[config.mk]
export PLATFORM = sky130hd
export DESIGN_NAME = mcsp_ctrl
export DESIGN_NICKNAME = d
export VERILOG_FILES = /design/src/design/mcsp_pkg.sv /design/src/design/mcsp_ctrl.sv
export SDC_FILE = /design/constraint.sdc
export NUM_CORES = 1
export LEC_CHECK = 0
export BUFFER_PORTS_ARGS = -buffer_cell sky130_fd_sc_hd__buf_2
export CAP_MARGIN = 0
export CORE_MARGIN = 2
export CORE_UTILIZATION = 47
export DETAILED_ROUTE_END_ITERATION = 6
export PLACE_DENSITY = 0.79
export SLEW_MARGIN = 20
export SYNTH_ARGS = -nofsm -noshare
export SYNTH_HDL_FRONTEND = slang
export SYNTH_SLANG_ARGS = --single-unit
[constraint.sdc]
create_clock -name clock -period 3.2 [get_ports clock]
set_input_delay 0.48 -clock clock [delete_from_list [all_inputs] [get_ports clock]]
set_output_delay 0.48 -clock clock [all_outputs]
set_load 0.05 [all_outputs]
[src/design/mcsp_pkg.sv]
`timescale 1ns / 1ps
// ----------------------------------------------------------------------------
// mcsp_pkg
// Shared types, constants and helpers of the music command stream player.
// ----------------------------------------------------------------------------
package mcsp_pkg;

   // Song memory: indexed by the low SONG_AW bits of a 16-bit address.
   localparam int SONG_AW    = 16;
   localparam int SONG_DEPTH = 2 ** SONG_AW;

   // Write cap per tick and the result buffer that holds one tick's writes.
   localparam int MAX_WRITES = 63;
   localparam int WCNT_W     = $clog2(MAX_WRITES + 1);
   localparam int BUF_DEPTH  = 2 ** WCNT_W;

   // Commands fetched per tick before decoding pauses.
   localparam int CMD_BUDGET = 256;
   localparam int BUDGET_W   = $clog2(CMD_BUDGET + 1);

   typedef logic [SONG_AW-1:0] song_addr_type;

   // Request command codes.
   localparam logic [1:0] CMD_LOAD  = 2'd0;
   localparam logic [1:0] CMD_START = 2'd1;
   localparam logic [1:0] CMD_TICK  = 2'd2;

   // Song byte codes.
   localparam logic [7:0] EXT_CODE   = 8'h40;
   localparam logic [7:0] END_CODE   = 8'h80;
   localparam logic [7:0] LEN_MASK   = 8'h3F;
   localparam logic [7:0] DELAY_MASK = 8'h7F;

   // Fixed addresses of the song header.
   localparam logic [15:0] START_PTR     = 16'd16;
   localparam logic [15:0] LOOP_ADDR_LO  = 16'd3;
   localparam logic [15:0] LOOP_ADDR_MID = 16'd4;
   localparam logic [15:0] LOOP_ADDR_HI  = 16'd5;

   localparam logic [7:0] LOOP_COUNT_RESET = 8'd2;

   typedef enum logic [2:0] {
      OPC_PSG   = 3'd0,
      OPC_EXT   = 3'd1,
      OPC_YM    = 3'd2,
      OPC_END   = 3'd3,
      OPC_DELAY = 3'd4
   } op_class_type;

   typedef enum logic [2:0] {
      RD_PTR   = 3'd0,
      RD_PTR1  = 3'd1,
      RD_LOOP0 = 3'd2,
      RD_LOOP1 = 3'd3,
      RD_LOOP2 = 3'd4
   } rd_sel_type;

   typedef enum logic [2:0] {
      PTR_HOLD    = 3'd0,
      PTR_ADD1    = 3'd1,
      PTR_ADD2    = 3'd2,
      PTR_ADD_EXT = 3'd3,
      PTR_LOOP    = 3'd4
   } ptr_op_type;

   typedef struct packed {
      logic         load_wr;
      logic         start_play;
      logic         tick_init;
      logic         delay_dec;
      logic         budget_dec;
      rd_sel_type   rd_sel;
      logic         op_latch;
      ptr_op_type   ptr_op;
      logic         ym_load;
      logic         ym_dec;
      logic         push;
      logic         push_ym;
      logic         loops_dec;
      logic         lb0_latch;
      logic         lb1_latch;
      logic         delay_set;
      logic         delay_clear;
      logic         pause;
      logic         finish;
      logic         fin_latch;
      logic         drain_init;
      logic         drain_issue;
      logic         stat_issue;
   } ctrl_cmd_type;

   typedef struct packed {
      logic         resume;
      logic         delay_zero;
      logic         delay_one;
      logic         ym_zero;
      logic         budget_zero;
      logic         writes_full;
      op_class_type op_class;
      logic         loops_zero;
      logic         laddr_zero;
      logic         count_zero;
      logic         drain_last;
   } dp_status_type;

   function automatic op_class_type classify(input logic [7:0] b);
      op_class_type c;
      priority if (b < EXT_CODE) begin
         c = OPC_PSG;
      end else if (b == EXT_CODE) begin
         c = OPC_EXT;
      end else if (b < END_CODE) begin
         c = OPC_YM;
      end else if (b == END_CODE) begin
         c = OPC_END;
      end else begin
         c = OPC_DELAY;
      end
      return c;
   endfunction

   function automatic song_addr_type song_index(input logic [15:0] a);
      return song_addr_type'(32'(a));
   endfunction

endpackage

[src/design/mcsp_ctrl.sv]
`timescale 1ns / 1ps
// ----------------------------------------------------------------------------
// mcsp_ctrl
// Controller: sequences request handling, command decoding and result output.
// ----------------------------------------------------------------------------
module mcsp_ctrl (
   input  logic                    clock,
   input  logic                    reset,
   input  logic                    start,
   input  logic [1:0]              req_cmd,
   input  mcsp_pkg::dp_status_type status,
   output logic                    busy,
   output mcsp_pkg::ctrl_cmd_type  cmd
);
   import mcsp_pkg::*;

   typedef enum logic [13:0] {
      S_IDLE    = 14'h0001,
      S_TICK    = 14'h0002,
      S_DEC     = 14'h0004,
      S_OP      = 14'h0008,
      S_PSG_VAL = 14'h0010,
      S_EXT_LEN = 14'h0020,
      S_YM_REG  = 14'h0040,
      S_YM_VAL  = 14'h0080,
      S_END_B0  = 14'h0100,
      S_END_B1  = 14'h0200,
      S_END_B2  = 14'h0400,
      S_FIN     = 14'h0800,
      S_DRAIN   = 14'h1000,
      S_STAT    = 14'h2000
   } state_type;

   state_type state_ff, state_in;

   always_comb begin
      cmd        = '0;
      cmd.rd_sel = RD_PTR;
      cmd.ptr_op = PTR_HOLD;
      state_in   = state_ff;

      unique case (state_ff)
         S_IDLE: begin
            if (start) begin
               unique case (req_cmd)
                  CMD_LOAD:  cmd.load_wr    = 1'b1;
                  CMD_START: cmd.start_play = 1'b1;
                  CMD_TICK:  state_in       = S_TICK;
                  default:   state_in       = S_IDLE;
               endcase
            end
         end
         S_TICK: begin
            cmd.tick_init = 1'b1;
            priority if (status.resume) begin
               state_in = S_DEC;
            end else if (!status.delay_zero) begin
               cmd.delay_dec = 1'b1;
               state_in      = status.delay_one ? S_DEC : S_FIN;
            end else begin
               state_in = S_FIN;
            end
         end
         S_DEC: begin
            // An unfinished YM run takes precedence over fetching a new command.
            priority if (!status.ym_zero) begin
               if (status.writes_full) begin
                  cmd.pause = 1'b1;
                  state_in  = S_FIN;
               end else begin
                  state_in = S_YM_REG;
               end
            end else if (status.budget_zero) begin
               cmd.pause = 1'b1;
               state_in  = S_FIN;
            end else begin
               cmd.budget_dec = 1'b1;
               state_in       = S_OP;
            end
         end
         S_OP: begin
            cmd.op_latch = 1'b1;
            unique case (status.op_class)
               OPC_PSG: begin
                  if (status.writes_full) begin
                     cmd.pause = 1'b1;
                     state_in  = S_FIN;
                  end else begin
                     cmd.rd_sel = RD_PTR1;
                     state_in   = S_PSG_VAL;
                  end
               end
               OPC_EXT: begin
                  cmd.rd_sel = RD_PTR1;
                  state_in   = S_EXT_LEN;
               end
               OPC_YM: begin
                  cmd.ym_load = 1'b1;
                  cmd.ptr_op  = PTR_ADD1;
                  state_in    = S_DEC;
               end
               OPC_END: begin
                  cmd.loops_dec = 1'b1;
                  cmd.rd_sel    = RD_LOOP0;
                  state_in      = S_END_B0;
               end
               OPC_DELAY: begin
                  cmd.delay_set = 1'b1;
                  cmd.ptr_op    = PTR_ADD1;
                  cmd.finish    = 1'b1;
                  state_in      = S_FIN;
               end
               default: begin
                  state_in = S_FIN;
               end
            endcase
         end
         S_PSG_VAL: begin
            cmd.push   = 1'b1;
            cmd.ptr_op = PTR_ADD2;
            state_in   = S_DEC;
         end
         S_EXT_LEN: begin
            cmd.ptr_op = PTR_ADD_EXT;
            state_in   = S_DEC;
         end
         S_YM_REG: begin
            cmd.op_latch = 1'b1;
            cmd.rd_sel   = RD_PTR1;
            state_in     = S_YM_VAL;
         end
         S_YM_VAL: begin
            cmd.push    = 1'b1;
            cmd.push_ym = 1'b1;
            cmd.ptr_op  = PTR_ADD2;
            cmd.ym_dec  = 1'b1;
            state_in    = S_DEC;
         end
         S_END_B0: begin
            cmd.lb0_latch = 1'b1;
            cmd.rd_sel    = RD_LOOP1;
            state_in      = S_END_B1;
         end
         S_END_B1: begin
            cmd.lb1_latch = 1'b1;
            cmd.rd_sel    = RD_LOOP2;
            state_in      = S_END_B2;
         end
         S_END_B2: begin
            if (!status.loops_zero && !status.laddr_zero) begin
               cmd.ptr_op = PTR_LOOP;
               state_in   = S_DEC;
            end else begin
               cmd.delay_clear = 1'b1;
               cmd.finish      = 1'b1;
               state_in        = S_FIN;
            end
         end
         S_FIN: begin
            cmd.fin_latch  = 1'b1;
            cmd.drain_init = 1'b1;
            state_in       = status.count_zero ? S_STAT : S_DRAIN;
         end
         S_DRAIN: begin
            cmd.drain_issue = 1'b1;
            if (status.drain_last) begin
               state_in = S_STAT;
            end
         end
         S_STAT: begin
            cmd.stat_issue = 1'b1;
            state_in       = S_IDLE;
         end
         default: begin
            state_in = S_IDLE;
         end
      endcase
   end

   always_ff @(posedge clock) begin
      if (reset) begin
         state_ff <= S_IDLE;
      end else begin
         state_ff <= state_in;
      end
   end

   assign busy = (state_ff != S_IDLE);

endmodule

==> run_results.csv, run 1 <==
group,metric,value,unit
run,drv_cap,0,
clock_tree,cts_root_buf,"clkbuf_4",
floorplan,dieHeight,52.21,um
detailed_routing,drt-met1-wl,1169,um
cells_and_area,fillers,210,
detailed_routing,drt-initial-drc-count,23,
pwr,p_per_area,248.8,mW/mm2
global_routing,grtUsageTotal,21.97,%
detailed_routing,wl_met2,1314,um
run_status,outcome,"finished clean",
cells_and_area,final_nets,197,
detailed_routing,ant_nets,0,
pwr,leakage,0.6560,nW
global_routing,gr-total-overflow,0,
timing,grt_setup_unrepaired,"false",
timing,setup_viol,0,
setup_path,crit_path_end_kind,"output port",
worst_hold_path,hp-class,"in -> reg",
clock_tree,cts_tree,"yes",
clock_tree,ctsLongestPathBuffers,2,
cells_and_area,register_area,280.3,um2
synth,ys_top_cells_by_area,"dfxtp_1 (26%), nor2_1 (5.2%), nor3_1 (4.1%), buf_6 (4.1%), nand2b_1 (4.0%)",
pwr,pwr-share-seq,53.8,%
floorplan,initial_utilization,49.38,%
floorplan,ios,46,
synth,synth_edf_count,0,
setup_path,setup.worst_path.start_class,"flop",
cells_and_area,layout-drive-gt1-share,38.42,%
synth,yosysTopAreaCell,"dfxtp_1",
pwr,pwr-share-clk,29.3,%
pwr,power.internal,0.2409,mW
timing,tns,0,ps
clock_tree,clk_latency,280,ps
synth,syn_nets,155,
clock_tree,postCtsResizedCells,0,
floorplan,fp.dieW,52.21,um
synth,ys_ff_latch,14,
detailed_routing,avgViaCountPerCell,5.702,
global_routing,grt_pass1_vias,1023,
setup_path,crit_type,"reg -> out",
timing,drv_slew,0,
synth,yosysSeqAreaShare,25.66,%
global_routing,grt_pass1_wl,4457,um
synth,syn_area,0.001092,mm2
floorplan,rows,17,
global_routing,grt_max_degree,14,
timing,hold_viol,0,
setup_path,critPathArrivalTime,2490,ps
setup_path,worstPathRequired,2720,ps
detailed_routing,dr_total_vias,1169,
worst_hold_path,hold_path_depth,2,
clock_tree,postCtsHoldBufs,0,
timing,period_minus_slack,2971,ps
clock_tree,cts_buffers,3,
place,place_ws,546.8,ps
synth,synth_top_flop_cell,"dfxtp_1",
detailed_routing,drc,0,
timing,maxSlewHeadroom,60.49,%
pwr,combPwrFrac,16.9,%
synth,yosysTopAreaCellShare,25.66,%
clock_tree,cts_setup_buffers,0,
setup_path,cp_max_fo,8,
pwr,power_switching_share,27.26,%
floorplan,core_area,0.002212,mm2
synth,synth.avg_cell_area,7.973,um2
timing,setup_ws,228.9,ps
synth,synth_warnings,0,
place,port_buffers,45,
timing,fin_crit_sh,92.85,%
detailed_routing,avgRoutedWirePerCell,13.18,um
cells_and_area,syn2layout_area_growth,21.88,%
timing,worst_pin_slew,587.2,ps
cells_and_area,largest_register_ffs,14,
pwr,ir_worst_vdd,0.0001631,V
cells_and_area,insertedDiodeCount,0,
detailed_routing,wl_met3,171,um
global_routing,antenna_found_initial,0,
timing,max_clock_freq,336.6,MHz
synth,synthCells,137,
clock_tree,clk_pin_slew,80,ps
place,gp_congestion,0.8866,
detailed_routing,first_pass_iters,4,
detailed_routing,drt-total-wl,2702,um
clock_tree,clock_sinks,14,
clock_tree,htree_levels,1,
detailed_routing,highest_layer,"met4",
pwr,power_switching,0.09029,mW
synth,yosysUniqueCellTypes,47,
place,dp_hpwl,2124,um
synth,async_reset_ff_share,0,%
setup_path,r2r_cells,5,
timing,fin_skew,0.8110,ps
cells_and_area,multi_input_area,726.9,um2
cells_and_area,top_register,"state_ff",
floorplan,dieArea,0.002726,mm2
cells_and_area,top_regs,"state_ff x14",
## cell usage in the layout, fill, tap and decap left out, types with 2 or more instances in the layout
cell type	instances
xnor2_1	2
and4b_2	3
buf_2	45
o22a_1	2
xor2_1	2
nand2_1	7
o32ai_1	2
inv_1	8
o21ai_0	5
nor2_1	15
or2_2	2
and2_1	3
nand2b_1	7
o22ai_1	2
a21oi_1	2
nor2b_1	2
or4_1	2
dfxtp_1	14
nor3b_2	3
and2_2	2
a32o_1	2
nor4b_1	4
nor4_1	5
clkbuf_4	3
nor3_1	8
nand3_1	3
## worst paths after layout
kind / startpoint / end / slack [ps]
setup / recovery: state_ff[9] / cmd[26] / 230
hold / removal: status[9] / state_ff[6] / 380
setup reg to reg: state_ff[1] / state_ff[11] / 1140
hold reg to reg: state_ff[8] / state_ff[9] / 590
## per-stage QoR
stage               power (mW)  hold WS, ps  instances  instance area [um2]  utilization (%)
floorplan               0.2163        507.1        137                 1114                -
global placement        0.2367        558.3        202                 1309            59.16
detailed placement      0.2377        575.2        202                 1309            59.16
CTS                     0.3332        379.2        205                 1331            60.18
global route            0.3458        385.5        205                 1331            60.18
finish                  0.3312        382.7        205                 1331            60.18
## kinds of logic after synthesis
group,synth area share (%)
buffers and inverters,9.735
flip-flops,25.66
AND/OR/NAND/NOR,45.24
XOR/XNOR,3.208
AO/OA/AOI/OAI,14.20
multiplexers,1.947
## cell type report
| type | count | area share, % |
|---|---|---|
| timing repair buffer | 46 | 17.48 |
| inverter | 9 | 2.538 |
| multi-input combinational | 105 | 54.61 |
| clock buffer | 3 | 1.692 |
| sequential | 14 | 21.05 |
| tap | 28 | 2.632 |
## synth_stat cells (3+ instances only)
master and count:
nor4b_1 4, buf_6 4, inv_1 8, and2_1 3
nand3_1 3, and4b_2 3, nand2b_1 7, nand2_1 7
nor3_1 9, nor2_1 15, dfxtp_1 14, nor3b_1 3
o21ai_0 5, nor4_1 6
## worst max-delay path, cell delays in order (launching register included)
cell and delay [ps]:
dfxtp_1 390, or4_4 580, nor4_4 420, and2_2 260, inv_2 50, nor4b_2 230
buf_2 290
## layer usage
layer  up-vias  GRT usage, %
met4         0         10.26
met2        44         37.55
met1       535         26.86
met3         5         3.429
met5         -             0
li1        585             -
## power by group through the flow
stage,clock network (mW),logic [mW],registers [mW]
2_1_floorplan,0,0.0355,0.181
3_3_place_gp,0,0.0545,0.182
3_5_place_dp,0,0.0556,0.182
4_1_cts,0.0993,0.0559,0.178
5_1_grt,0.105,0.0622,0.179
6_report,0.0971,0.0558,0.178
No activity file was read; power rests on OpenSTA's default activity.
==> run 2: changes to the inputs <==
--- a/config.mk
+++ b/config.mk
@@ -10,7 +10,7 @@
 export CORE_MARGIN = 2
 export CORE_UTILIZATION = 47
 export DETAILED_ROUTE_END_ITERATION = 6
-export PLACE_DENSITY = 0.79
+export PLACE_DENSITY = 0.85
 export SLEW_MARGIN = 20
 export SYNTH_ARGS = -nofsm -noshare
 export SYNTH_HDL_FRONTEND = slang
==> run 2 against run 1 <==
Routed wire length rose by 2.4%. Combinational power grew 0.7%. Die area is the same. Clock skew is essentially flat.
==> run_results.csv, run 2 (synthesized netlist as in run 1, its figures left out) <==
group,metric,value,unit
detailed_routing,drt-met1-wl,1214,um
place,port_buffers,45,
pwr,leakage,0.6560,nW
timing,period_minus_slack,2970,ps
floorplan,ios,46,
cells_and_area,syn2layout_area_growth,21.88,%
floorplan,initial_utilization,49.38,%
pwr,p_per_area,249.9,mW/mm2
floorplan,dieArea,0.002726,mm2
clock_tree,postCtsResizedCells,0,
detailed_routing,wl_met3,179,um
timing,worst_pin_slew,513.8,ps
detailed_routing,ant_nets,0,
cells_and_area,top_register,"state_ff",
cells_and_area,insertedDiodeCount,0,
clock_tree,clk_latency,270,ps
clock_tree,cts_setup_buffers,0,
global_routing,grt_max_degree,14,
floorplan,dieHeight,52.21,um
timing,fin_skew,0.4612,ps
worst_hold_path,hold_path_depth,2,
setup_path,worstPathRequired,2720,ps
setup_path,critPathArrivalTime,2490,ps
clock_tree,cts_tree,"yes",
clock_tree,htree_levels,1,
setup_path,r2r-start,"state_ff[1]",
floorplan,fp.dieW,52.21,um
detailed_routing,drc,0,
setup_path,path_buf_inv,2,
pwr,power,0.3327,mW
cells_and_area,layout-drive-gt1-share,38.42,%
detailed_routing,drt-total-wl,2766,um
global_routing,grtUsageTotal,22.68,%
detailed_routing,first_pass_iters,4,
pwr,power_switching_share,27.62,%
clock_tree,ctsLongestPathBuffers,2,
setup_path,crit_path_top_delay_cell,"or4_4",
pwr,pwr-share-seq,53.6,%
timing,hold_viol,0,
floorplan,rows,17,
timing,max_clock_freq,336.8,MHz
setup_path,worstReg2RegEnd,"state_ff[2]",
detailed_routing,highest_layer,"met4",
worst_hold_path,hold_end,"state_ff[6]",
worst_hold_path,hp-class,"in -> reg",
timing,maxSlewHeadroom,65.43,%
timing,setup_ws,230.5,ps
cells_and_area,post-route-util,60.18,%
setup_path,r2r_cells,5,
global_routing,grt_pass1_vias,1045,
timing,tns,0,ps
detailed_routing,dr_total_vias,1173,
pwr,power_switching,0.09190,mW
worst_hold_path,hp-start,"status[9]",
timing,grt_setup_unrepaired,"false",
timing,drv_slew,0,
timing,fin_crit_sh,92.80,%
clock_tree,postCtsHoldBufs,0,
clock_tree,clock_sinks,14,
place,gp_congestion,0.8109,
floorplan,core_area,0.002212,mm2
clock_tree,clk_pin_slew,80,ps
place,dp_hpwl,2189,um
setup_path,crit_path_end_kind,"output port",
place,dp_cells,202,
clock_tree,cts_buffers,3,
cells_and_area,mostFrequentLayoutCells,"buf_2 (45), nor2_1 (15), dfxtp_1 (14)",
clock_tree,cts_root_buf,"clkbuf_4",
cells_and_area,largest_register_ffs,14,
timing,setup_viol,0,
global_routing,gr-total-overflow,0,
cells_and_area,instances_no_fill,205,
detailed_routing,avgViaCountPerCell,5.722,
setup_path,worstPathCellList,"or4_4 > nor4_4 > and2_2 > inv_2 > nor4b_2 > buf_2",
pwr,pwr-share-clk,29.5,%
detailed_routing,wl_met2,1345,um
setup_path,critical-path-top-delay-family,"simple AND/OR/NAND/NOR gates",
setup_path,setup.worst_path.start_class,"flop",
setup_path,cp_max_fo,8,
detailed_routing,avgRoutedWirePerCell,13.49,um
global_routing,grt_pass1_wl,4581,um
run,drv_cap,0,
setup_path,crit_type,"reg -> out",
place,place_ws,557.1,ps
detailed_routing,drt-initial-drc-count,34,
cells_and_area,final_common_cell,"buf_2",
pwr,combPwrFrac,16.9,%
cells_and_area,final_nets,197,
global_routing,antenna_found_initial,0,
pwr,power.internal,0.2408,mW
cells_and_area,top_regs,"state_ff x14",
pwr,ir_worst_vdd,0.0001928,V
setup_path,slowest_delay,590,ps
setup_path,ff2ff_setup_slack,1160,ps
run_status,outcome,"finished clean",
==> run 2: cell counts in the layout (fill, tap and decap cells not counted) <==
Identical to the previous run, type by type.
==> run 2: worst max-delay path by stage <==
| stage | from | end | slack (ps) | cells past startpoint |
|---|---|---|---|---|
| global placement | state_ff[9] | cmd[26] | 590 | 6 |
| global route | state_ff[9] | cmd[26] | 70 | 6 |
| finish | state_ff[8] | cmd[26] | 230 | 6 |
| CTS | state_ff[8] | cmd[26] | 250 | 6 |
| detailed placement | state_ff[9] | cmd[26] | 560 | 6 |
| floorplan | state_ff[9] | cmd[26] | 110 | 6 |
==> run 2: power by group through the flow <==
stage / registers [mW] / clock network, mW / logic, mW
6_report: 0.178 / 0.0983 / 0.0562
5_1_grt: 0.179 / 0.110 / 0.0621
4_1_cts: 0.178 / 0.101 / 0.0561
3_5_place_dp: 0.182 / 0 / 0.0557
3_3_place_gp: 0.182 / 0 / 0.0543
2_1_floorplan: 0.181 / 0 / 0.0355
==> run 2: final cells by class <==
cell class,count,area (um2)
multi-input combinational,105,726.9
inverter,9,33.78
fill,195,880.8
tap,28,35.03
timing repair buffer,46,232.7
sequential,14,280.3
clock buffer,3,22.52
==> run 2: layer usage <==
layer,GRT usage (%),vias to the layer above
met5,0,-
met4,10.68,0
met3,4.286,4
met2,36.71,45
met1,28.92,542
li1,-,582
==> run 2: through the flow <==
stage	hold WS (ps)	instance area, um2
floorplan	507.1	1114
global placement	559.0	1309
detailed placement	562.7	1309
CTS	381.7	1331
global route	378.3	1331
finish	393.9	1331
